## config.mk

```make
export PLATFORM = sky130hd
export DESIGN_NAME = min_max_column_decimator
export DESIGN_NICKNAME = d
export VERILOG_FILES = /design/src/hdl/mmcd_pkg.sv /design/src/hdl/min_max_column_decimator.sv /design/src/hdl/mmcd_front.sv /design/src/hdl/mmcd_queue.sv /design/src/hdl/mmcd_back.sv
export SDC_FILE = /design/constraint.sdc
export NUM_CORES = 1
export LEC_CHECK = 0
export CAP_MARGIN = 20
export CORE_ASPECT_RATIO = 1.5
export CORE_MARGIN = 5
export CORE_UTILIZATION = 50
export DETAILED_ROUTE_END_ITERATION = 10
export DONT_BUFFER_PORTS = 1
export GPL_ROUTABILITY_DRIVEN = 1
export SYNTH_ARGS = -nofsm -noshare
export SYNTH_HDL_FRONTEND = slang
export SYNTH_HIERARCHICAL = 1
export SYNTH_SLANG_ARGS = --single-unit
export TNS_END_PERCENT = 20
```

## constraint.sdc

```tcl
create_clock -name clk -period 6.98 [get_ports clk]
set_input_delay 1.396 -clock clk [delete_from_list [all_inputs] [get_ports clk]]
set_output_delay 1.396 -clock clk [all_outputs]
set_load 0.01 [all_outputs]
```

## src/hdl/mmcd_pkg.sv

```systemverilog
`default_nettype none
// ----------------------------------------------------------------------------
// mmcd_pkg
// Shared types and constants for the min/max column decimator.
// ----------------------------------------------------------------------------
package mmcd_pkg;

	localparam int LEN_W        = 25;
	localparam int COL_W        = 12;
	localparam int POS_W        = 12;
	localparam int DIFF_W       = LEN_W + 1;
	localparam int SAT_W        = 29;
	localparam int CFG_DATA_W   = 25;
	localparam int CFG_INDEX_W  = 1;
	localparam int QUEUE_DEPTH  = 4;
	localparam int QPTR_W       = 2;

	localparam int DEF_MAX_SAMPLES = 16777216;
	localparam int DEF_SAMPLE_BITS = 24;

	localparam logic [LEN_W-1:0] SAMPLE_COUNT_RESET = LEN_W'(4096);
	localparam logic [COL_W-1:0] COLUMN_COUNT_RESET = COL_W'(1024);
	localparam logic [COL_W-1:0] COLUMN_LIMIT       = COL_W'(2048);

	typedef enum logic [CFG_INDEX_W-1:0] {
		REG_SAMPLE_COUNT = 1'b0,
		REG_COLUMN_COUNT = 1'b1
	} cfg_reg_t;

	typedef struct packed {
		logic             is_raw;
		logic             fresh;
		logic             close;
		logic             last;
		logic [POS_W-1:0] position;
	} tag_t;

	localparam int TAG_W = $bits(tag_t);

endpackage
`default_nettype wire

```

## src/hdl/min_max_column_decimator.sv

```systemverilog
`default_nettype none
// ----------------------------------------------------------------------------
// min_max_column_decimator
// Reduces a window of audio samples to per-column min/max pairs for display.
// ----------------------------------------------------------------------------
// Usage:
//   sample channel (sample_valid/sample_stall) takes one signed sample per
//   transfer. result channel (result_valid/result_stall) returns is_raw,
//   low_value, high_value, position and last.
//   Windows of at most twice column_count samples pass through raw, one
//   result per sample; longer windows give one min/max result per column,
//   with last set on the final column.
//   Config channel (cfg_valid/cfg_ready, cfg_index, cfg_data) writes
//   sample_count (index 0) or column_count (index 1); values saturate and
//   every write restarts the window. Write only while the block is idle.
//   Each accepted sample is written into the queue; the result of a raw or
//   closing sample is loaded from the queue head into the output register
//   once the output is free. Throughput: one sample per cycle while sample_stall is low.
//   A four-entry queue holds samples that cannot yet reach the output while
//   result_stall is high; when it is full, sample_stall rises.
//   Reset: sample_count 4096, column_count 1024, queue and output empty.
// ----------------------------------------------------------------------------
module min_max_column_decimator
	import mmcd_pkg::*;
#(
	parameter int MAX_SAMPLES = DEF_MAX_SAMPLES,
	parameter int SAMPLE_BITS = DEF_SAMPLE_BITS
) (
	input  wire                           clk,
	input  wire                           arst_n,
	input  wire                           cfg_valid,
	output logic                          cfg_ready,
	input  wire  [CFG_INDEX_W-1:0]        cfg_index,
	input  wire  [CFG_DATA_W-1:0]         cfg_data,
	input  wire                           sample_valid,
	output logic                          sample_stall,
	input  wire  signed [SAMPLE_BITS-1:0] sample,
	output logic                          result_valid,
	input  wire                           result_stall,
	output logic                          is_raw,
	output logic signed [SAMPLE_BITS-1:0] low_value,
	output logic signed [SAMPLE_BITS-1:0] high_value,
	output logic [POS_W-1:0]              position,
	output logic                          last
);

	localparam int EntryW = TAG_W + SAMPLE_BITS;

	tag_t              front_tag;
	tag_t              head_tag;
	logic              accept;
	logic              q_full;
	logic              q_valid;
	logic              q_pop;
	logic [EntryW-1:0] head;

	assign cfg_ready    = 1'b1;
	assign sample_stall = q_full;
	assign accept       = sample_valid && !q_full;
	assign head_tag     = tag_t'(head[EntryW-1 -: TAG_W]);

	mmcd_front #(
		.MAX_SAMPLES(MAX_SAMPLES)
	) u_front (
		.clk      (clk),
		.arst_n   (arst_n),
		.cfg_valid(cfg_valid),
		.cfg_index(cfg_index),
		.cfg_data (cfg_data),
		.accept   (accept),
		.tag      (front_tag)
	);

	mmcd_queue #(
		.DATA_W(EntryW)
	) u_queue (
		.clk      (clk),
		.arst_n   (arst_n),
		.push     (sample_valid),
		.push_data({front_tag, sample}),
		.full     (q_full),
		.pop      (q_pop),
		.not_empty(q_valid),
		.head     (head)
	);

	mmcd_back #(
		.SAMPLE_BITS(SAMPLE_BITS)
	) u_back (
		.clk         (clk),
		.arst_n      (arst_n),
		.q_valid     (q_valid),
		.q_tag       (head_tag),
		.q_sample    (head[SAMPLE_BITS-1:0]),
		.q_pop       (q_pop),
		.result_valid(result_valid),
		.result_stall(result_stall),
		.is_raw      (is_raw),
		.low_value   (low_value),
		.high_value  (high_value),
		.position    (position),
		.last        (last)
	);

endmodule
`default_nettype wire

```

## src/hdl/mmcd_front.sv

```systemverilog
`default_nettype none
// ----------------------------------------------------------------------------
// mmcd_front
// Holds the window registers and classifies each accepted sample: raw
// pass-through or column member, and whether it closes a column.
// ----------------------------------------------------------------------------
module mmcd_front
	import mmcd_pkg::*;
#(
	parameter int MAX_SAMPLES = DEF_MAX_SAMPLES
) (
	input  wire                    clk,
	input  wire                    arst_n,
	input  wire                    cfg_valid,
	input  wire [CFG_INDEX_W-1:0]  cfg_index,
	input  wire [CFG_DATA_W-1:0]   cfg_data,
	input  wire                    accept,
	output tag_t                   tag
);

	localparam logic [SAT_W-1:0] MaxSamplesW = SAT_W'(MAX_SAMPLES);

	logic [LEN_W-1:0]  len_q;
	logic [COL_W-1:0]  cols_q;
	logic [LEN_W-1:0]  si_q;
	logic [COL_W-1:0]  ci_q;
	logic [DIFF_W-1:0] d_q;
	logic              fresh_q;

	logic [LEN_W-1:0]  len_sat;
	logic [COL_W-1:0]  cols_sat;
	logic              start;
	logic              raw_mode;
	logic [LEN_W:0]    si_inc;
	logic              fin_raw;
	logic [DIFF_W-1:0] d_eff;
	logic [DIFF_W-1:0] dm;
	logic [DIFF_W-1:0] d_close;
	logic [COL_W-1:0]  ci_eff;
	logic [COL_W:0]    ci_inc;
	logic              fresh_eff;
	logic              close;
	logic              fin_dec;

	always_comb begin
		len_sat = cfg_data[LEN_W-1:0];
		if (len_sat == '0) begin
			len_sat = LEN_W'(1);
		end else if (SAT_W'(len_sat) > MaxSamplesW) begin
			len_sat = LEN_W'(MAX_SAMPLES);
		end
		cols_sat = cfg_data[COL_W-1:0];
		if (cols_sat == '0) begin
			cols_sat = COL_W'(1);
		end else if (cols_sat > COLUMN_LIMIT) begin
			cols_sat = COLUMN_LIMIT;
		end
	end

	always_comb begin
		start     = (si_q == '0);
		raw_mode  = (DIFF_W'(len_q) <= DIFF_W'({cols_q, 1'b0}));
		si_inc    = (LEN_W+1)'(si_q) + (LEN_W+1)'(1);
		fin_raw   = (si_inc >= (LEN_W+1)'(len_q));
		d_eff     = start ? DIFF_W'(len_q) : d_q;
		ci_eff    = start ? '0 : ci_q;
		fresh_eff = start ? 1'b1 : fresh_q;
		dm        = d_eff - DIFF_W'(cols_q);
		d_close   = dm + DIFF_W'(len_q);
		close     = (dm < DIFF_W'(cols_q));
		ci_inc    = (COL_W+1)'(ci_eff) + (COL_W+1)'(1);
		fin_dec   = close && (ci_inc >= (COL_W+1)'(cols_q));
	end

	always_comb begin
		if (raw_mode) begin
			tag.is_raw   = 1'b1;
			tag.fresh    = 1'b1;
			tag.close    = 1'b1;
			tag.last     = fin_raw;
			tag.position = si_q[POS_W-1:0];
		end else begin
			tag.is_raw   = 1'b0;
			tag.fresh    = fresh_eff;
			tag.close    = close;
			tag.last     = fin_dec;
			tag.position = POS_W'(ci_eff);
		end
	end

	always_ff @(posedge clk or negedge arst_n) begin
		if (!arst_n) begin
			len_q   <= SAMPLE_COUNT_RESET;
			cols_q  <= COLUMN_COUNT_RESET;
			si_q    <= '0;
			ci_q    <= '0;
			d_q     <= '0;
			fresh_q <= 1'b1;
		end else if (cfg_valid) begin
			case (cfg_reg_t'(cfg_index))
				REG_SAMPLE_COUNT: len_q  <= len_sat;
				REG_COLUMN_COUNT: cols_q <= cols_sat;
				default:          len_q  <= len_q;
			endcase
			si_q    <= '0;
			fresh_q <= 1'b1;
		end else if (accept) begin
			if (raw_mode) begin
				si_q <= fin_raw ? '0 : si_inc[LEN_W-1:0];
			end else if (fin_dec) begin
				si_q    <= '0;
				fresh_q <= 1'b1;
			end else if (close) begin
				si_q    <= si_inc[LEN_W-1:0];
				ci_q    <= ci_inc[COL_W-1:0];
				d_q     <= d_close;
				fresh_q <= 1'b1;
			end else begin
				si_q    <= si_inc[LEN_W-1:0];
				ci_q    <= ci_eff;
				d_q     <= dm;
				fresh_q <= 1'b0;
			end
		end
	end

endmodule
`default_nettype wire

```

## src/hdl/mmcd_queue.sv

```systemverilog
`default_nettype none
// ----------------------------------------------------------------------------
// mmcd_queue
// Short FIFO between the classifier and the min/max unit.
// ----------------------------------------------------------------------------
module mmcd_queue
	import mmcd_pkg::*;
#(
	parameter int DATA_W = TAG_W + DEF_SAMPLE_BITS
) (
	input  wire               clk,
	input  wire               arst_n,
	input  wire               push,
	input  wire  [DATA_W-1:0] push_data,
	output logic              full,
	input  wire               pop,
	output logic              not_empty,
	output logic [DATA_W-1:0] head
);

	logic [DATA_W-1:0] mem_q [QUEUE_DEPTH];
	logic [QPTR_W-1:0] wr_ptr_q;
	logic [QPTR_W-1:0] rd_ptr_q;
	logic [QPTR_W:0]   count_q;
	logic              do_push;
	logic              do_pop;

	assign full      = (count_q == (QPTR_W+1)'(QUEUE_DEPTH));
	assign not_empty = (count_q != '0);
	assign head      = mem_q[rd_ptr_q];
	assign do_push   = push && !full;
	assign do_pop    = pop && not_empty;

	always_ff @(posedge clk) begin
		if (do_push) begin
			mem_q[wr_ptr_q] <= push_data;
		end
	end

	always_ff @(posedge clk or negedge arst_n) begin
		if (!arst_n) begin
			wr_ptr_q <= '0;
			rd_ptr_q <= '0;
			count_q  <= '0;
		end else begin
			if (do_push) begin
				wr_ptr_q <= wr_ptr_q + QPTR_W'(1);
			end
			if (do_pop) begin
				rd_ptr_q <= rd_ptr_q + QPTR_W'(1);
			end
			case ({do_push, do_pop})
				2'b10:   count_q <= count_q + (QPTR_W+1)'(1);
				2'b01:   count_q <= count_q - (QPTR_W+1)'(1);
				default: count_q <= count_q;
			endcase
		end
	end

endmodule
`default_nettype wire

```

## src/hdl/mmcd_back.sv

```systemverilog
`default_nettype none
// ----------------------------------------------------------------------------
// mmcd_back
// Tracks the running minimum and maximum of the open column and holds the
// result register toward the output channel.
// ----------------------------------------------------------------------------
module mmcd_back
	import mmcd_pkg::*;
#(
	parameter int SAMPLE_BITS = DEF_SAMPLE_BITS
) (
	input  wire                          clk,
	input  wire                          arst_n,
	input  wire                          q_valid,
	input  tag_t                         q_tag,
	input  wire signed [SAMPLE_BITS-1:0] q_sample,
	output logic                         q_pop,
	output logic                         result_valid,
	input  wire                          result_stall,
	output logic                         is_raw,
	output logic signed [SAMPLE_BITS-1:0] low_value,
	output logic signed [SAMPLE_BITS-1:0] high_value,
	output logic [POS_W-1:0]             position,
	output logic                         last
);

	logic signed [SAMPLE_BITS-1:0] min_q;
	logic signed [SAMPLE_BITS-1:0] max_q;
	logic signed [SAMPLE_BITS-1:0] min_new;
	logic signed [SAMPLE_BITS-1:0] max_new;
	logic                          out_free;
	logic                          load;

	always_comb begin
		if (q_tag.fresh) begin
			min_new = q_sample;
			max_new = q_sample;
		end else begin
			min_new = (q_sample < min_q) ? q_sample : min_q;
			max_new = (q_sample > max_q) ? q_sample : max_q;
		end
	end

	assign out_free = !result_valid || !result_stall;
	assign q_pop    = q_valid && (!q_tag.close || out_free);
	assign load     = q_pop && q_tag.close;

	always_ff @(posedge clk) begin
		if (q_pop && !q_tag.is_raw) begin
			min_q <= min_new;
			max_q <= max_new;
		end
		if (load) begin
			is_raw     <= q_tag.is_raw;
			low_value  <= q_tag.is_raw ? q_sample : min_new;
			high_value <= q_tag.is_raw ? q_sample : max_new;
			position   <= q_tag.position;
			last       <= q_tag.last;
		end
	end

	always_ff @(posedge clk or negedge arst_n) begin
		if (!arst_n) begin
			result_valid <= 1'b0;
		end else if (load) begin
			result_valid <= 1'b1;
		end else if (!result_stall) begin
			result_valid <= 1'b0;
		end
	end

endmodule
`default_nettype wire

```

==> metrics <==
status=finished, final reports clean; Buf+Inv Stages, Crit Path=1; Antenna Nets Post-Route=0; Yosys top cell by area=edfxtp_1; FFs w/ async S/R, synth=0.288; setup violators final=0; core box area=around 0.048 mm2; Sw Pwr=between 6 and 7 mW; max-slew violations=0; CTS root buf=clkbuf_16; cell chain of the critical path=nor4_2 > and4_4 > nand2_2 > buf_4 > o21ai_0 > ha_1 > nor2_1 > a21oi_1 > a21boi_1 > nor2_1 > xnor2_1 > ha_1 > a21o_1 > a21o_1 > a21oi_1 > o21ai_0 > a21oi_1 > o221ai_1 > a211oi_1 > a21oi_1 > o22a_1; residual DRC count=0; cells after synthesis=between 2000 and 2500; Clk pwr share=0.154; Placed Area=around 0.024 mm2; final wirelength=66800 um; hold_buf cts=0; area share of the largest cell type after synthesis=0.338; Yosys cell types=101; die area=between 0.05 and 0.06 mm2; gr ovfl total=0; Synth Area in Adders=0.0824; Post-CTS Setup Inserts=0; Worst Skew=between 10 and 15 ps; setup tns final=0 ps; fin crit share=0.920; hold crit path type=reg2reg; crit path launch type=flop; first-pass GRT wire length=around 100000 um; setup slack after layout=roughly 560 ps; Initial Utilization=0.504; Worst Path Arrival=between 6000 and 7000 ps; Net Count, Synth=between 2000 and 2500; most used cell along the critical path=a21oi_1; Gate power share=0.549; RSZ-0062 raised after global routing=no; total power=13.7 mW; EDFF count, synth=270; Peak supply drop=between 0.5 and 0.6 mV; Clock Latency Late Sink=around 550 ps; crit-path max FO=31; post-DP HPWL=between 40000 and 50000 um; CTS tree=done; H-tree Lvls=2; DR iter-0 viols=1491; pre-CTS setup slack=641 ps; measured slew at the worst slew-check pin=~1200 ps; Leak Pwr=9.71 nW; CP max stage cell=a21boi_1; Slew headroom=0.178; most common cell after layout, fill and taps aside=edfxtp_1; most frequent cells in the layout=edfxtp_1, nand2_1, ha_1; Final min period=6420 ps; CP Capture Type=flop; Layout area overhead=6.82%; commonest register cell after synthesis=edfxtp_1; sequential fraction of design power=0.297; YS warnings=6; Max Clk Rate=156 MHz; num rows=98; largest family of logic cells by synthesized area=compound AO/OA/AOI/OAI gates; Clock Path Buffers=3; Total GRT Usage=0.250; via count=around 18000; Initial DRT Pass Iterations=6; switching share of power=0.443; Final Cell Area=between 0.02 and 0.03 mm2; die height=approximately 280 um; endpoints failing hold=0; initial antenna violation count=0; DIE WIDTH=approximately 190 um; multiplexer share of the synthesized area=0.0738; Crit path max-delay family=compound AO/OA/AOI/OAI gates; share of layout cells above drive strength 1=0.112; Worst-path clk slew=approximately 60 ps; CTS sink cnt=379; DR vias/cell=roughly 6.4; internal power=about 7.6 mW; power density cells=around 530 mW/mm2; xor/xnor share of the synthesized area=0.0307; ranking of synthesized cells by area=edfxtp_1, dfrtp_1, ha_1, mux4_2, a21oi_1; Synth Area in Compound Gates=0.156; GP Congestion=between 0.9 and 1; critical path type=reg2reg; largest net degree at the start of global routing=between 100 and 150; PostCTS Resize Cnt=0; simple logic cell fraction of the synthesized area=0.155; WP data required=7410 ps; worst hold margin=484 ps; Mapped Avg Cell Area=around 11 um2; max incr delay on CP=roughly 660 ps; synthesized area=between 0.02 and 0.025 mm2; #FFs+latches synth=around 380; ant diodes=0; post-synthesis sequential area ratio=0.452; routed len/inst=23.8 um; number of CTS-inserted buffers=39; max_cap viols=0; Buffers on Ports=0; fin nets=between 2000 and 2500; number of global-route vias before repair=~18000; I/O Pins=120
-- synth_stat cells, drive strengths merged (7+ instances only) --
cell type  count
o31ai         12
or3           16
a21oi        136
xnor2         60
nor3          95
o31a          15
nand3        104
mux4          40
o21ai        103
nand2        164
a2111oi       38
mux2i         11
mux2          60
xor2          24
o22a           8
and3          12
o21a          13
a22o          30
o311ai        37
a31oi         24
nand3b        17
nand4b        14
edfxtp       270
and2          13
a41oi         13
clkbuf        87
nand2b        35
a21o          31
a211oi        15
ha           153
inv          118
nor4          21
nor4b         25
nand4         20
o211ai        16
dfrtp        106
buf           57
nor2b         30
a22oi          7
nor2         116
-- power by group through the flow --
stage / clock network (mW) / logic [mW] / registers [mW]
after global routing: 2.26 / 8.24 / 4.13
after CTS: 2.16 / 7.45 / 4.07
after floorplan: 0 / 5.75 / 3.92
final: 2.10 / 7.50 / 4.06
after global placement: 0 / 7.28 / 4.09
after detailed placement: 0 / 7.41 / 4.11
-- layout make-up --
class	count	area, um2
fillers	4172	22000
multi-input cells	1596	12000
flip-flops and latches	379	10800
clock buffers	51	1040
well taps	600	751
inverters	118	443
repair buffers	40	313
clock inverters	20	239
-- registers in the layout, indices dropped and copies added, names as in the netlist, 2 cells and up --
| register | count |
|---|---|
| u_front/cols_q | 12 |
| u_queue/wr_ptr_q | 2 |
| u_queue/rd_ptr_q | 2 |
| u_front/si_q | 25 |
| u_front/d_q | 26 |
| u_queue/count_q | 3 |
| u_back/max_q | 24 |
| u_back/min_q | 24 |
| u_back/position | 12 |
| u_back/low_value | 24 |
| u_queue/mem_q | 160 |
| u_front/len_q | 25 |
| u_front/ci_q | 12 |
| u_back/high_value | 24 |
-- stage by stage --
step / cells / util
2_1_floorplan: 2237 / -
3_3_place_gp: 2733 / 0.511
3_5_place_dp: 2733 / 0.511
4_1_cts: 2804 / 0.538
5_1_grt: 2804 / 0.538
6_report: 2804 / 0.538
-- worst register-to-register path: cells and delay by family (launching register included) --
| family | cells | cell delay [ps] |
|---|---|---|
| buffers and inverters | 1 | 330 |
| DFF | 1 | 450 |
| AOI/OAI and AO/OA | 12 | 2860 |
| and+or+nand+nor | 5 | 1490 |
| xor gates and xnor gates | 1 | 420 |
| adders and majority gates | 2 | 750 |
-- worst paths after layout --
check | slack (ps) | to | cells past startpoint | start
max in group asynchronous | 6150 | u_front/fresh_q | 0 | arst_n
setup reg to reg | 560 | u_front/d_q[25] | 21 | u_front/si_q[10]
min in group asynchronous | 550 | u_front/cols_q[0] | 0 | arst_n
hold reg to reg | 480 | u_front/cols_q[3] | 2 | u_front/cols_q[3]
hold / removal | 480 | u_front/cols_q[3] | 2 | u_front/cols_q[3]
setup / recovery | 560 | u_front/d_q[25] | 21 | u_front/si_q[10]
-- per-layer routing --
metal	up-vias	routed length, um	track usage
li1	8385	-	-
met1	8806	24300	0.276
met4	0	5040	0.155
met3	196	2820	0.0271
met5	-	0	0
met2	624	34600	0.457
-- cells by family (layout without fill, tap and decap cells) --
family | after synthesis | in the layout
fa+ha+maj | 156 | 156
flops | 379 | 379
buf+inv | 262 | 229
xor+xnor | 84 | 84
mux | 111 | 111
compound gates | 539 | 539
simple gates | 705 | 705
other cells | 1 | 1
No activity file was read; power rests on OpenSTA's default activity.
